$ cat config.mk
export PLATFORM = sky130hd
export DESIGN_NAME = xsr_div
export DESIGN_NICKNAME = d
export VERILOG_FILES = /design/src/rtl/xsr_div.sv
export SDC_FILE = /design/constraint.sdc
export NUM_CORES = 1
export LEC_CHECK = 0
export BUFFER_PORTS_ARGS = -buffer_cell sky130_fd_sc_hd__buf_2
export CELL_PAD_IN_SITES_DETAIL_PLACEMENT = 1
export CELL_PAD_IN_SITES_GLOBAL_PLACEMENT = 2
export CORE_ASPECT_RATIO = 1.5
export CORE_MARGIN = 4
export CORE_UTILIZATION = 37
export DETAILED_ROUTE_END_ITERATION = 8
export PLACE_DENSITY_LB_ADDON = 0.1
export SYNTH_ARGS = -nofsm -noshare
export SYNTH_HDL_FRONTEND = slang
export SYNTH_SLANG_ARGS = --single-unit
$ cat constraint.sdc
create_clock -name clock -period 10.3 [get_ports clock]
set_clock_uncertainty 0.2 [all_clocks]
set_input_delay 1.545 -clock clock [delete_from_list [all_inputs] [get_ports clock]]
set_output_delay 1.545 -clock clock [all_outputs]
set_load 0.05 [all_outputs]
$ cat src/rtl/xsr_div.sv
// 64-bit restoring divider, one quotient bit per cycle
`default_nettype none
module xsr_div (
   input  wire logic clock,
   input  wire logic reset,
   input  wire logic go,
   input  wire logic [63:0] num,
   input  wire logic [63:0] den,
   output logic done,
   output logic [63:0] quo
);
   logic [63:0] q_ff, r_ff, d_ff;
   logic [64:0] trial;
   logic [6:0] cnt_ff;
   logic busy_ff, done_ff;

   assign trial = {r_ff, q_ff[63]} - {1'b0, d_ff};

   always_ff @(posedge clock) begin
      if (reset) begin
         busy_ff <= 1'b0;
         done_ff <= 1'b0;
         cnt_ff <= '0;
      end else begin
         done_ff <= 1'b0;
         if (go) begin
            busy_ff <= 1'b1;
            q_ff <= num;
            r_ff <= '0;
            d_ff <= den;
            cnt_ff <= 7'd64;
         end else if (busy_ff) begin
            // quotient bits shift in where the numerator shifts out
            if (!trial[64]) begin
               r_ff <= trial[63:0];
               q_ff <= {q_ff[62:0], 1'b1};
            end else begin
               r_ff <= {r_ff[62:0], q_ff[63]};
               q_ff <= {q_ff[62:0], 1'b0};
            end
            cnt_ff <= cnt_ff - 7'd1;
            if (cnt_ff == 7'd1) begin
               busy_ff <= 1'b0;
               done_ff <= 1'b1;
            end
         end
      end
   end

   assign done = done_ff;
   assign quo = q_ff;
endmodule
`default_nettype wire

Word level (Yosys, flattened, before mapping)
Cells that the tools add are included.
{"block": "totals", "ff_bits": 201, "latch_bits": 0, "ramBits": 0, "romBits": 0, "in_bits": 131, "out_inout_bits": 65, "wordCells": 28, "n_memories": 0}
{"block": "op_classes", "addsub": 2, "mul": 0, "n_div": 0, "n_lt_le_gt_ge": 0, "n_eq_ne": 1, "n_shift": 0, "n_mux": 11, "n_bitwise": 2, "reduce_logical": 5}
{"operator": "two-way mux 64 bit", "count": 4}
{"operator": "subtractor 65 x 64 -> 65 bit", "count": 1}
{"operator": "two-way mux 7 bit", "count": 2}
{"operator": "equality test 7 x 1 -> 1 bit (second input constant)", "count": 1}
{"operator": "subtractor 7 x 1 -> 7 bit (second input constant)", "count": 1}
{"operator": "two-way mux 1 bit", "count": 5}
{"operator": "AND reduction 2 bit", "count": 2}
{"operator": "OR reduction 3 bit", "count": 1}
{"operator": "inverter 1 bit", "count": 2}
{"operator": "nonzero test 2 bit", "count": 1}
{"operator": "OR reduction 2 bit", "count": 1}

Longest topological paths before layout
{"block": "logic_depth", "word_depth": 4, "ltp_mapped": 15, "depth_no_buf": 13}

Worst setup path before layout
OpenSTA, ideal clock, no wires.
{"block": "synth_path", "path_kind": "input -> register", "startpoint": "input go", "endpoint": "register q_ff[0], in the netlist quo[0] (enable)", "setup_time_ns": 0.616, "arrival_time_ns": 7.213, "path_slack_ns": 2.271, "stages": 3, "path_buffers": 1, "path_cell_list": "clkbuf_1 -> nor2_1 -> nor2_1"}
{"block": "synth_via", "elab_chain_cells": 2}
{"item": "start, declared", "line": "6", "rtl": "input wire logic go,"}
{"item": "nonzero test 2 bit (no line)"}
{"item": "AND reduction 2 bit (no line)"}
{"item": "end signal, assigned", "line": "28", "rtl": "q_ff <= num;"}
{"item": "end signal, assigned", "line": "36", "rtl": "q_ff <= {q_ff[62:0], 1'b1};"}
{"item": "end signal, assigned", "line": "39", "rtl": "q_ff <= {q_ff[62:0], 1'b0};"}
{"item": "end, declared", "line": "12", "rtl": "logic [63:0] q_ff, r_ff, d_ff;"}
No other way between the ends.
A chain may end at the register's enable or synchronous reset.

Final worst setup path
{"block": "layout_path", "startpoint": "register r_ff[35]", "endpoint": "register r_ff[61] (data pin)"}
{"block": "layout_via", "elab_chain_cells": 3}
{"item": "start, declared", "line": "12"}
{"item": "start signal, assigned", "line": "35", "rtl": "r_ff <= trial[63:0];"}
{"item": "start signal, assigned", "line": "38", "rtl": "r_ff <= {r_ff[62:0], q_ff[63]};"}
{"item": "subtractor 65 x 64 -> 65 bit", "line": "17", "rtl": "assign trial = {r_ff, q_ff[63]} - {1'b0, d_ff};"}
{"item": "two-way mux 64 bit", "line": "34", "rtl": "if (!trial[64]) begin"}
{"item": "two-way mux 64 bit", "line": "32", "rtl": "end else if (busy_ff) begin"}
No other way between the ends. The select of a mux whose other input is x is not followed.

==> impl_summary.txt <==
----------------------------------------------------
[Synth]
  Synth top area cells ... sky130_fd_sc_hd__edfxtp_1, sky130_fd_sc_hd__ha_1, sky130_fd_sc_hd__a21oi_1
  Fraction of synthesized cell area taken by the top area cell type ... 0.472
  Ys Warns ... 0
  Number of storage elements in the synthesis netlist ... 201
  Syn avg cell area ... a little over 10 µm²
  Syn nets ... ~1400
  Cell accounting for the most synthesized area ... sky130_fd_sc_hd__edfxtp_1
  Share of the yosys chip area belonging to registers ... 0.487
  Share of synthesized flip-flops with an asynchronous set or reset ... 0
  Number of enable-type register cells in the synthesized netlist ... 192
  Predominant post-synthesis flop cell ... sky130_fd_sc_hd__edfxtp_1
  Cell count after synthesis ... 1182
  Post-synthesis cell area ... approximately 12000 µm²
  Synth cell types ... 71

[Clock tree]
  Resized cells post-CTS ... 0
  TritonCTS clock tree ... done
  Root Buffer ... sky130_fd_sc_hd__clkbuf_16
  Maximum buffer depth of the clock tree ... 3
  Number of hold-repair buffers added at the cts stage ... 0
  # H-tree levels ... 1
  Post-CTS setup repair buffer count ... 0
  Num CTS Buffers ... 23
  Number of clock sinks ... 201
  Worst-Skew Late Latency ... 0.53 ns
  Clk pin slew, worst setup/hold paths ... 0.07 ns

[Power]
  Sw frac ... 0.327
  Proportion of power drawn by the clock network ... 0.331
  Power share of the combinational group ... 0.287
  Power per standard cell area ... 187 nW/µm²
  Sw power ... 875 µW
  Highest ir drop seen on vdd ... around 0.14 mV
  Internal Power ... 1.80 mW
  Power share of the sequential group ... 0.381
  Leakage power ... 5.80 nW

[Timing]
  Number of endpoints with negative hold slack in the final report ... 0
  Smallest hold slack ... 0.298 ns
  Post-route setup slack ... 5.53 ns
  Max-Slew Margin vs Limit ... 0.345
  Final worst path period need ... 4.77 ns
  Worst-margin pin slew ... 0.982 ns
  Number of max-slew violations in the final report ... 0
  Final Cycle Share ... 0.464
  Achievable clock frequency ... 209 MHz
  Count of final setup violators ... 0
  Unrepaired setup endpoints after global routing ... no
  Final-layout setup total negative slack ... 0 ns

[Die]
  Height of the chip ... about 230 µm
  Area of the core region ... between 30000 and 40000 µm²
  Die width ... around 160 µm
  FP Rows ... slightly above 80
  Die area ... between 30000 and 40000 µm²
  Initial core utilization ... 0.374
  IO Count ... 196

[Drt]
  Vias ... 9699
  DRT Pass-1 Iters ... 4
  Via density ... roughly 5.5
  ANT nets after route ... 0
  Detailed Route WL ... 36000 µm
  Initial DRC Count ... 350
  Number of design rule violations left after detail routing ... 0
  Routed len/inst ... 20.4 µm

[Critical path]
  Cell at the slowest stage of the critical path ... sky130_fd_sc_hd__buf_4
  Destination of the worst register-to-register timing path ... r_ff[61]$_SDFFCE_PP0P_
  Worst reg-to-reg path cell count ... 12
  Type of destination of the critical path ... flip-flop
  Required time of the critical path ... 10.45 ns
  Cells traversed along the worst timing path ... ha_1 -> nand4_2 -> or3_1 -> nor4_1 -> nand2_1 -> a211oi_1 -> o211ai_2 -> nand3_2 -> a21o_2 -> buf_4 -> nand3_1 -> o32ai_1
  Setup slack, reg-to-reg ... 5.53 ns
  Cell family with the largest share of critical-path delay ... simple AND/OR/NAND/NOR gates
  Crit Path Max Fanout ... 38
  Source of the worst register-to-register timing path ... r_ff[35]$_SDFFCE_PP0P_
  Start-to-end type of the worst setup path ... flip-flop to flip-flop
  Startpoint class of the critical path ... flip-flop
  Arrival time reported for the critical path endpoint ... 4.92 ns
  Slowest Stage Delay on Critical Path ... 0.55 ns
  CP Buf/Inv Count ... 1

[Global route]
  Antenna violations before repair ... 0
  Number of global-route vias before repair ... 10900
  Global-route wire length before repair ... 57900 µm
  Largest net degree at the start of global routing ... 73
  Aggregate global routing overflow ... 0
  GRT Overall Usage ... 0.199

[Cells and area]
  Area grow syn2layout ... 16.9%
  Layout cell share with drive strength beyond 1 ... 0.236
  Antenna fix cells ... 0
  NumNets Final ... between 1500 and 2000
  Utilization after layout ... 0.438

[Worst hold path]
  Type of the tightest min-delay check ... flip-flop to flip-flop
  Number of stages on the worst hold path ... 2
  Worst min-delay path startpoint ... cnt_ff[1]$_SDFFE_PP0P_
  Terminating pin of the worst hold path ... cnt_ff[1]$_SDFFE_PP0P_

[Job]
  Maxcap violations ... 0

[Placed design]
  Count of input and output buffers ... 195
  Post-DP HPWL ... 26100 µm
  Placement-stage worst setup slack ... 5.11 ns
  Gpl congestion ... 0.808

[Outcome]
  Run status ... finished, final reports clean

----------------------------------------------------
Yosys cell counts (all sizes together), types with 13 or more instances:
| cell | n |
|---|---|
| nand4 | 25 |
| edfxtp | 192 |
| o21ai | 97 |
| a21oi | 146 |
| nand2 | 66 |
| buf | 19 |
| nor2 | 42 |
| mux2 | 63 |
| a21o | 32 |
| nand3 | 59 |
| xor2 | 22 |
| inv | 85 |
| ha | 66 |
| clkbuf | 55 |
| a211oi | 14 |
| o21bai | 16 |
| nor3 | 13 |
| xnor2 | 35 |
final cells by class:
class,count,area (µm²)
Clock buffer,25,583
Timing Repair Buffer,202,1030
Tap cell,415,519
Sequential cell,201,5950
Inverter,85,319
Multi-Input combinational cell,822,5670
Fill cell,3694,18400
Clock inverter,16,210
power groups by stage:
stage	sequential, mW	clock (mW)	combinational (mW)
after global placement	1.03	0	0.767
after global routing	1.03	0.943	0.855
final	1.02	0.885	0.768
after CTS	1.02	0.915	0.780
after floorplan	1.09	0	0.509
after detailed placement	1.04	0	0.777
logic make-up (layout without fill, tap and decap cells):
kind of cell | Yosys count | count (layout) | synth area share
buffers and inverters | 159 | 328 | 0.0515
multiplexers | 64 | 64 | 0.0589
AO/OA/AOI/OAI | 370 | 370 | 0.182
flip-flops | 201 | 201 | 0.487
adder cells (fa/ha/maj) | 67 | 67 | 0.0692
XOR/XNOR | 57 | 57 | 0.0409
AND/OR/NAND/NOR | 264 | 264 | 0.111
placed cells by master (no fill, tap or decap), types with 8 or more instances in the layout:
master,count
sky130_fd_sc_hd__inv_1,85
sky130_fd_sc_hd__ha_1,66
sky130_fd_sc_hd__nand3_1,57
sky130_fd_sc_hd__nand2_1,66
sky130_fd_sc_hd__buf_4,8
sky130_fd_sc_hd__mux2_2,63
sky130_fd_sc_hd__buf_2,194
sky130_fd_sc_hd__clkbuf_16,23
sky130_fd_sc_hd__nor2_1,40
sky130_fd_sc_hd__and3_1,10
sky130_fd_sc_hd__nor2b_1,8
sky130_fd_sc_hd__a21o_1,31
sky130_fd_sc_hd__o21ai_0,96
sky130_fd_sc_hd__edfxtp_1,192
sky130_fd_sc_hd__nand4_1,24
sky130_fd_sc_hd__nor3_1,13
sky130_fd_sc_hd__a31oi_1,10
sky130_fd_sc_hd__a21oi_1,144
sky130_fd_sc_hd__xor2_1,22
sky130_fd_sc_hd__o21bai_1,16
sky130_fd_sc_hd__xnor2_1,35
sky130_fd_sc_hd__a211oi_1,14
sky130_fd_sc_hd__or3_1,10
sky130_fd_sc_hd__dfxtp_1,9
layer usage:
metal / GRT usage / wire length [µm]
met1: 0.220 / 13900
met2: 0.374 / 19200
met3: 0.0403 / 1740
met4: 0.0630 / 1120
met5: 0 / 0
how the worst max path moves through the flow:
stage                                   to  depth (start not counted)                    from
floorplan                 quo[0]$_DFFE_PP_                          3                      go
global placement    r_ff[55]$_SDFFCE_PP0P_                          5                      go
detailed placement  r_ff[18]$_SDFFCE_PP0P_                          5                      go
CTS                 r_ff[61]$_SDFFCE_PP0P_                         12  r_ff[36]$_SDFFCE_PP0P_
global route        r_ff[61]$_SDFFCE_PP0P_                         12  r_ff[35]$_SDFFCE_PP0P_
finish              r_ff[61]$_SDFFCE_PP0P_                         12  r_ff[35]$_SDFFCE_PP0P_
flip-flops by register name (all words and copies together), names as in the netlist:
name and count:
quo 64, d_ff 64, busy_ff 1, r_ff 64, cnt_ff 7, done 1
worst reg2reg max path: stages (launching register included):
cell and delay, ns:
sky130_fd_sc_hd__edfxtp_1 0.39, sky130_fd_sc_hd__ha_1 0.49, sky130_fd_sc_hd__nand4_2 0.21, sky130_fd_sc_hd__or3_1 0.40, sky130_fd_sc_hd__nor4_1 0.40, sky130_fd_sc_hd__nand2_1 0.09, sky130_fd_sc_hd__a211oi_1 0.47, sky130_fd_sc_hd__o211ai_2 0.20
sky130_fd_sc_hd__nand3_2 0.16, sky130_fd_sc_hd__a21o_2 0.44, sky130_fd_sc_hd__buf_4 0.55, sky130_fd_sc_hd__nand3_1 0.28, sky130_fd_sc_hd__o32ai_1 0.33
through the flow:
step | cells | area, µm² | total power, mW
after floorplan | 1182 | 12200 | 1.60
after global placement | 1725 | 13500 | 1.80
after detailed placement | 1725 | 13500 | 1.81
after CTS | 1766 | 14300 | 2.72
after global routing | 1766 | 14300 | 2.83
final | 1766 | 14300 | 2.67
Power figures use the tool's default switching activity.
