## config.mk

```make
export PLATFORM = sky130hd
export DESIGN_NAME = xsr_ring
export DESIGN_NICKNAME = d
export VERILOG_FILES = /design/src/rtl/xsr_pkg.sv /design/src/rtl/xsr_ring.sv
export SDC_FILE = /design/constraint.sdc
export NUM_CORES = 2
export LEC_CHECK = 0
export BUFFER_PORTS_ARGS = -buffer_cell sky130_fd_sc_hd__buf_2
export CORE_ASPECT_RATIO = 1.2
export CORE_MARGIN = 2
export CORE_UTILIZATION = 50
export CTS_BUF_LIST = sky130_fd_sc_hd__clkbuf_8
export CTS_CLUSTER_DIAMETER = 30
export DETAILED_ROUTE_END_ITERATION = 16
export PLACE_DENSITY_LB_ADDON = 0.2
export SETUP_SLACK_MARGIN = 0.2
export SYNTH_ARGS = -nofsm -noshare
export SYNTH_HDL_FRONTEND = slang
export SYNTH_SLANG_ARGS = --single-unit
```

## constraint.sdc

```tcl
create_clock -name clock -period 11.71 [get_ports clock]
set_clock_uncertainty 0.1 [all_clocks]
set_input_delay 1.171 -clock clock [delete_from_list [all_inputs] [get_ports clock]]
set_output_delay 1.171 -clock clock [all_outputs]
set_load 0.05 [all_outputs]
```

## src/rtl/xsr_pkg.sv

```systemverilog
// shared types and constants for the xorshift1024* bounded generator
`default_nettype none
package xsr_pkg;
   localparam logic [63:0] SCRAMBLE_MULT = 64'd1181783497276652981;
   localparam int SHIFT_A = 31;
   localparam int SHIFT_B = 11;
   localparam int SHIFT_C = 30;
   localparam logic ACTION_SEED = 1'b0;
   localparam logic ACTION_DRAW = 1'b1;

   // request from the sequencer to the ring unit
   typedef struct packed {
      logic seed;
      logic step;
      logic [3:0] index;
      logic [63:0] word;
   } ring_cmd_type;

   // ring unit reply
   typedef struct packed {
      logic done;
      logic [63:0] raw;
   } ring_rsp_type;
endpackage
`default_nettype wire

```

## src/rtl/xsr_ring.sv

```systemverilog
// state ring memory and generator step (read, modify, write back)
`default_nettype none
module xsr_ring #(
   parameter int STATE_WORDS = 16
) (
   input  wire logic clock,
   input  wire logic reset,
   input  wire xsr_pkg::ring_cmd_type cmd,
   output xsr_pkg::ring_rsp_type rsp
);
   import xsr_pkg::*;
   localparam int PW = $clog2(STATE_WORDS);

   typedef enum logic [2:0] {S_IDLE, S_RD1, S_RD2, S_MIX, S_MUL0, S_MUL1, S_MUL2} st_type;

   logic [63:0] ring_mem [STATE_WORDS];
   logic [STATE_WORDS-1:0] valid_ff;
   logic [63:0] rd_data;
   logic [PW-1:0] rd_addr;
   logic [PW-1:0] ptr_ff;
   logic [PW-1:0] ptr_in;
   logic [63:0] s0_ff, s1_ff, mix_ff, raw_ff;
   logic [63:0] pm0_ff, pm1_ff;
   logic [63:0] s1x, s_new;
   logic rd_valid_ff;
   logic done_ff;
   st_type st_ff;

   assign ptr_in = ptr_ff + PW'(1);
   assign rd_addr = (st_ff == S_IDLE) ? ptr_ff : ptr_in;

   // unwritten entries read as zero through the valid bits
   always_ff @(posedge clock) begin
      rd_data <= ring_mem[rd_addr];
      if (cmd.seed) ring_mem[cmd.index[PW-1:0]] <= cmd.word;
      else if (st_ff == S_MIX) ring_mem[ptr_ff] <= s_new;
   end

   assign s1x = s1_ff ^ (s1_ff << SHIFT_A);
   assign s_new = s1x ^ s0_ff ^ (s1x >> SHIFT_B) ^ (s0_ff >> SHIFT_C);

   always_ff @(posedge clock) begin
      if (reset) begin
         valid_ff <= '0;
         ptr_ff <= '0;
         st_ff <= S_IDLE;
         done_ff <= 1'b0;
         rd_valid_ff <= 1'b0;
      end else begin
         done_ff <= 1'b0;
         rd_valid_ff <= valid_ff[rd_addr];
         if (cmd.seed) valid_ff[cmd.index[PW-1:0]] <= 1'b1;
         case (st_ff)
            S_IDLE: if (cmd.step) st_ff <= S_RD1;
            S_RD1: begin
               s0_ff <= rd_valid_ff ? rd_data : 64'd0;
               st_ff <= S_RD2;
            end
            S_RD2: begin
               s1_ff <= rd_valid_ff ? rd_data : 64'd0;
               ptr_ff <= ptr_in;
               st_ff <= S_MIX;
            end
            S_MIX: begin
               mix_ff <= s_new;
               valid_ff[ptr_ff] <= 1'b1;
               st_ff <= S_MUL0;
            end
            // scrambling multiply mod 2^64 from 32-bit partial products
            S_MUL0: begin
               pm0_ff <= mix_ff[31:0] * SCRAMBLE_MULT[31:0];
               st_ff <= S_MUL1;
            end
            S_MUL1: begin
               pm1_ff <= {mix_ff[63:32] * SCRAMBLE_MULT[31:0], 32'd0};
               st_ff <= S_MUL2;
            end
            S_MUL2: begin
               raw_ff <= pm0_ff + pm1_ff + {mix_ff[31:0] * SCRAMBLE_MULT[63:32], 32'd0};
               done_ff <= 1'b1;
               st_ff <= S_IDLE;
            end
            default: st_ff <= S_IDLE;
         endcase
      end
   end

   assign rsp.done = done_ff;
   assign rsp.raw = raw_ff;
endmodule
`default_nettype wire

```

# [Word-level counts from Yosys, hierarchy flattened]
# Memories as Yosys holds them, arrays and structs flattened. A register that Yosys moved wholly into a read port is not among the register bits.
# Index checks and enable logic that the tools add are counted.
[totals] in_bits=72 reg_bits=376 elab_cells=69 ram_bits=1024 memories=1 output_inout_bits=65
[memory_table] name="ring_mem" depth=16 width=64 read_ports=1 rd_ports_with_merged_regs=1 wr=1 line="xsr_ring.sv:16" rtl="logic [63:0] ring_mem [STATE_WORDS];"
[classes] bitwise_logic=7 mux=22 reduce_logical=10 order_cmp=5 addsub=3 eq_ne=7 mul=3
[op_table] op="$mux W64" n=2
[op_table] op="$xor A64 B64 Y64" n=2
[op_table] op="$add A63 B64 Y64" n=1
[op_table] op="$add A64 B64 Y64" n=1
[op_table] op="$reduce_or A64 Y1" n=1
[op_table] op="$xor A64 B34 Y64" n=1
[op_table] op="$xor A64 B53 Y64" n=1
[op_table] op="$mul A32 B31 Y63 const B" n=1
[op_table] op="$mux W16" n=3
[op_table] op="$mul A32 B27 Y30 const B" n=1
[op_table] op="$mul A32 B31 Y32 const B" n=1
[op_table] op="$or A16 B16 Y16" n=2
[op_table] op="$pmux W3 S6" n=1
[op_table] op="$lt A4 B5 Y1 const B" n=3
[op_table] op="$reduce_and A2 Y1" n=6
[op_table] op="$mux W1" n=10
[op_table] op="$eq A3 B3 Y1 const B" n=3
[op_table] op="$demux W1 S4" n=2
[op_table] op="$ge A4 B1 Y1 const B" n=2
[op_table] op="$mux W4" n=2
[op_table] op="$eq A3 B2 Y1 const B" n=2
[op_table] op="$add A4 B1 Y4 const B" n=1
[op_table] op="$bmux W1 S4" n=1
[op_table] op="$eq A3 B1 Y1 const B" n=1
[op_table] op="other kinds (5)" n=6

# [Logic depth before layout (Yosys ltp)]
[depth] depth_word=9 depth_mapped=29 mapped_depth_nobuf=29

# [Worst setup path before layout]
# No wires, ideal clock.
[synth_path] path_kind="in2reg" start="input port reset" end="register s0_ff[0] (enable)" arrival_ns=7.979 path_buffers=1 required_time_ns=10.944 stages=2 slack_ns=2.965 setup_ns=0.666 path_cell_list="buf_1 > nor4b_1"
[synth_via] elab_chain_cells=2
[synth_lines] element="start, declared" line="xsr_ring.sv:7" rtl="input wire logic reset,"
[synth_lines] element="$not A1 Y1 (no source line)"
[synth_lines] element="$reduce_and A2 Y1 (no source line)"
[synth_lines] element="end signal, assigned" line="xsr_ring.sv:56" rtl="s0_ff <= rd_valid_ff ? rd_data : 64'd0;"
[synth_lines] element="end, declared" line="xsr_ring.sv:22" rtl="logic [63:0] s0_ff, s1_ff, mix_ff, raw_ff;"
# No other way between the ends.
# A chain may end at the register's enable or synchronous reset.

# [Final worst setup path]
[layout_path] start="register mix_ff[16]" end="register pm0_ff[60] (data pin)"
[layout_via] elab_chain_cells=1
[layout_lines] element="start, declared" line="xsr_ring.sv:22"
[layout_lines] element="start signal, assigned" line="xsr_ring.sv:65" rtl="mix_ff <= s_new;"
[layout_lines] element="$mul A32 B31 Y63" line="xsr_ring.sv:71" rtl="pm0_ff <= mix_ff[31:0] * SCRAMBLE_MULT[31:0];"
[layout_lines] element="end signal, assigned" line="xsr_ring.sv:71"
[layout_lines] element="end, declared" line="xsr_ring.sv:23" rtl="logic [63:0] pm0_ff, pm1_ff;"
# No other way between the ends.

==> flow_metrics.py <==
metrics = {
    "detailed_routing": {
        "drtPass1Iterations": 6,
        "viasPerCell": 5.532,
        "wl_per_cell_um": 27.42,
        "dr.first_iter.drc_count": 3656,
        "ant_nets": 0,
        "vias": 50080,
        "finalWirelength_mm": 248.3,
        "drc": 0,
    },
    "die": {
        "die_y_um": 468.9,
        "rows": 170,
        "dieWidth_um": 391.4,
        "initial_core_util_pct": 50.34,
        "core_area_um2": 178900,
        "die-area_um2": 183500,
        "ioPinCount": 137,
    },
    "yosys": {
        "seq_area_frac_synth_pct": 47.83,
        "yosys-top-cells-count": "edfxtp_1, inv_1, fa_1, ha_1, mux4_2",
        "synth_seq_cells": 1464,
        "synth_area_um2": 90050,
        "synth-edff-count": 1375,
        "ys_top_cells_by_area": "edfxtp_1, fa_1, ha_1",
        "post_synth.cell_area_avg_um2": 14.93,
        "netlist_instances": 6030,
        "ys.warnings.count": 0,
        "syn-num-nets": 7649,
        "yosys.area.top_type_share_pct": 45.85,
        "yosysMostFrequentCell": "edfxtp_1",
        "synth_cell_types": 80,
        "synth-async-reset-ratio_pct": 0,
        "yosys.area.top_type": "edfxtp_1",
        "ys.flop_type": "edfxtp_1",
    },
    "grt": {
        "grt-ovfl-total": 0,
        "grt_pass1_wl_mm": 362.1,
        "grt_max_degree": 97,
        "grt_usage_pct": 27.82,
        "grt_pass1_vias": 53670,
        "antenna_found_initial": 13,
    },
    "setup_path": {
        "crit_type": "reg -> reg",
        "path_max_fanout": 11,
        "crit_path_start_kind": "flop",
        "slowest_stage": "edfxtp_1",
        "cp.required_ps": 12250,
        "cp.arrival_ps": 9550,
        "endpoint_kind": "flop",
        "crit_end": "pm0_ff[60]$_DFFE_PP_",
        "timing.rr.start": "mix_ff[16]$_DFFE_PP_",
        "rr_worst_depth": 28,
        "crit_start": "mix_ff[16]$_DFFE_PP_",
        "critPathMaxStageDelay_ps": 760,
        "reg2reg_slack_ps": 2700,
        "reg2reg_to": "pm0_ff[60]$_DFFE_PP_",
    },
    "sta": {
        "slew-limit-headroom_pct": 17.08,
        "max_freq_mhz": 111.0,
        "slew_violations": 0,
        "rsz0062_at_grt": "false",
        "fin_setup_tns_ps": 0,
        "fin_crit_ps": 9006,
        "finalCritPeriodShare_pct": 76.91,
        "tightestPinTransition_ps": 1235,
        "setup_violations": 0,
        "whs_ps": 281.3,
        "hold_viol": 0,
    },
    "power": {
        "power_density_nw_per_um2": 224.3,
        "seqPwrFrac_pct": 28.7,
        "internal-power_mw": 13.83,
        "switching_share_pct": 38.40,
        "pwr-share-comb_pct": 47.3,
        "p_leak_nw": 41.22,
        "peakVddDrop_mv": 0.3622,
        "power_frac_clock_pct": 24.0,
        "p_sw_mw": 8.624,
    },
    "flow_run": {
        "drv_cap": 0,
    },
    "finish": {
        "finalNonFillerCells": 9054,
        "drive_above_1_share_pct": 15.15,
        "nNetsFinal": 8043,
        "syn_to_final_growth_pct": 11.19,
    },
    "clocking": {
        "cts.sinks": 1464,
        "cts_resized": 0,
        "h-tree-depth": 5,
        "cts_buffers": 294,
        "cts_hold_buf": 0,
        "clk_pin_slew_worst_paths_ps": 60,
        "cts_root_buffer": "clkbuf_8",
        "cts_tree": "done",
        "clk-insertion-delay-late_ps": 1020,
        "clockBufferDepth": 4,
        "post-cts-setup-buffers": 0,
    },
    "status": {
        "outcome": "complete, no violations",
    },
    "place": {
        "gp_congestion": 0.9929,
        "dp_cells": 8536,
        "numPortBuffers": 136,
        "dpl.hpwl_mm": 185.6,
    },
    "min_path": {
        "hold_class": "reg -> reg",
    },
}
[placed cells by master, fill, tap and decap left out, types with 13 or more instances in the layout]
master	instances
buf_2	136
o21ai_1	14
and3_1	13
xnor2_1	312
nand3_1	25
nor2_1	84
nand2b_1	17
nor3_1	18
xor2_1	69
nand2_1	250
dfxtp_1	88
a221oi_1	20
a21oi_1	140
buf_4	75
mux4_2	324
nor2b_1	17
clkinv_2	31
ha_1	687
a31oi_1	15
nand4_1	19
o21bai_1	26
clkinvlp_4	26
o21ai_0	51
nor2_4	19
fa_1	860
a21o_1	60
edfxtp_1	1375
clkbuf_8	318
a211oi_1	17
inv_1	1280
clkinv_1	26
and2_1	71
bufinv_16	29
[worst min-delay path by stage]
stage | to | cells past startpoint | from
2_1_floorplan | raw_ff[0]$_DFFE_PP_ | 0 | pm0_ff[0]$_DFFE_PP_
3_3_place_gp | raw_ff[0]$_DFFE_PP_ | 0 | pm0_ff[0]$_DFFE_PP_
3_5_place_dp | raw_ff[13]$_DFFE_PP_ | 0 | pm0_ff[13]$_DFFE_PP_
4_1_cts | raw_ff[28]$_DFFE_PP_ | 0 | pm0_ff[28]$_DFFE_PP_
5_1_grt | raw_ff[28]$_DFFE_PP_ | 0 | pm0_ff[28]$_DFFE_PP_
6_report | raw_ff[28]$_DFFE_PP_ | 0 | pm0_ff[28]$_DFFE_PP_
[through the flow]
stage / instance area, µm² / util [%] / setup WS, ps / power, mW
2_1_floorplan: 90050 / - / 2965 / 14.16
3_3_place_gp: 94050 / 52.58 / 2941 / 17.06
3_5_place_dp: 94050 / 52.58 / 2935 / 17.13
4_1_cts: 100100 / 55.96 / 2898 / 22.58
5_1_grt: 100100 / 55.96 / 2309 / 23.92
6_report: 100100 / 55.97 / 2704 / 22.46
[worst max-delay path, delay by kind of cell, from the launching register on]
kind | cells | cell delay (ps)
AND/OR/NAND/NOR | 3 | 630
flip-flops | 1 | 760
AO/OA/AOI/OAI | 6 | 1310
buffers and inverters | 9 | 920
XOR/XNOR | 1 | 90
adder cells (fa/ha/maj) | 9 | 4850
[area by class of cell]
cell class | count | area, µm²
well taps | 2408 | 3013
flip-flops and latches | 1464 | 43070
clock buffers | 318 | 4377
diodes | 7 | 17.52
inverters | 1210 | 4542
multi-input cells | 3241 | 42140
repair buffers | 213 | 1284
fillers | 14380 | 78760
clock inverters | 193 | 1678
[sequential cells by signal (all words and copies together) (netlist names)]
| name | flops |
|---|---|
| valid_ff | 16 |
| s1_ff | 64 |
| ptr_ff | 4 |
| pm1_ff | 32 |
| done_ff | 1 |
| mix_ff | 64 |
| ring_mem | 1024 |
| rd_valid_ff | 1 |
| rd_data | 64 |
| raw_ff | 64 |
| st_ff | 3 |
| s0_ff | 64 |
| pm0_ff | 63 |
[cell families after synthesis]
family	count (synthesis)	share of synthesized area (%)
flops	1464	47.83
buf+inv	1325	5.607
xor+xnor	384	3.743
compound gates	417	3.074
fa+ha+maj	1547	28.67
mux	326	8.126
simple gates	567	2.953
[metal layers]
| layer | track usage [%] | wire (µm) | share of wire (%) | vias to the layer above |
|---|---|---|---|---|
| met2 | 48.59 | 128000 | 52 | 1796 |
| met1 | 34.29 | 94320 | 38 | 26260 |
| li1 | - | - | - | 21630 |
| met3 | 4.833 | 15380 | 6.2 | 399 |
| met5 | 0 | 31 | 0.012 | - |
| met4 | 11.34 | 10530 | 4.2 | 4 |
[power groups by stage]
stage | logic, mW | clock network [mW] | registers [mW]
6_report | 10.6 | 5.39 | 6.44
3_5_place_dp | 10.6 | 0 | 6.55
3_3_place_gp | 10.5 | 0 | 6.54
5_1_grt | 11.8 | 5.72 | 6.44
2_1_floorplan | 7.64 | 0 | 6.51
4_1_cts | 10.7 | 5.48 | 6.44
(Power assumes the default switching activity.)
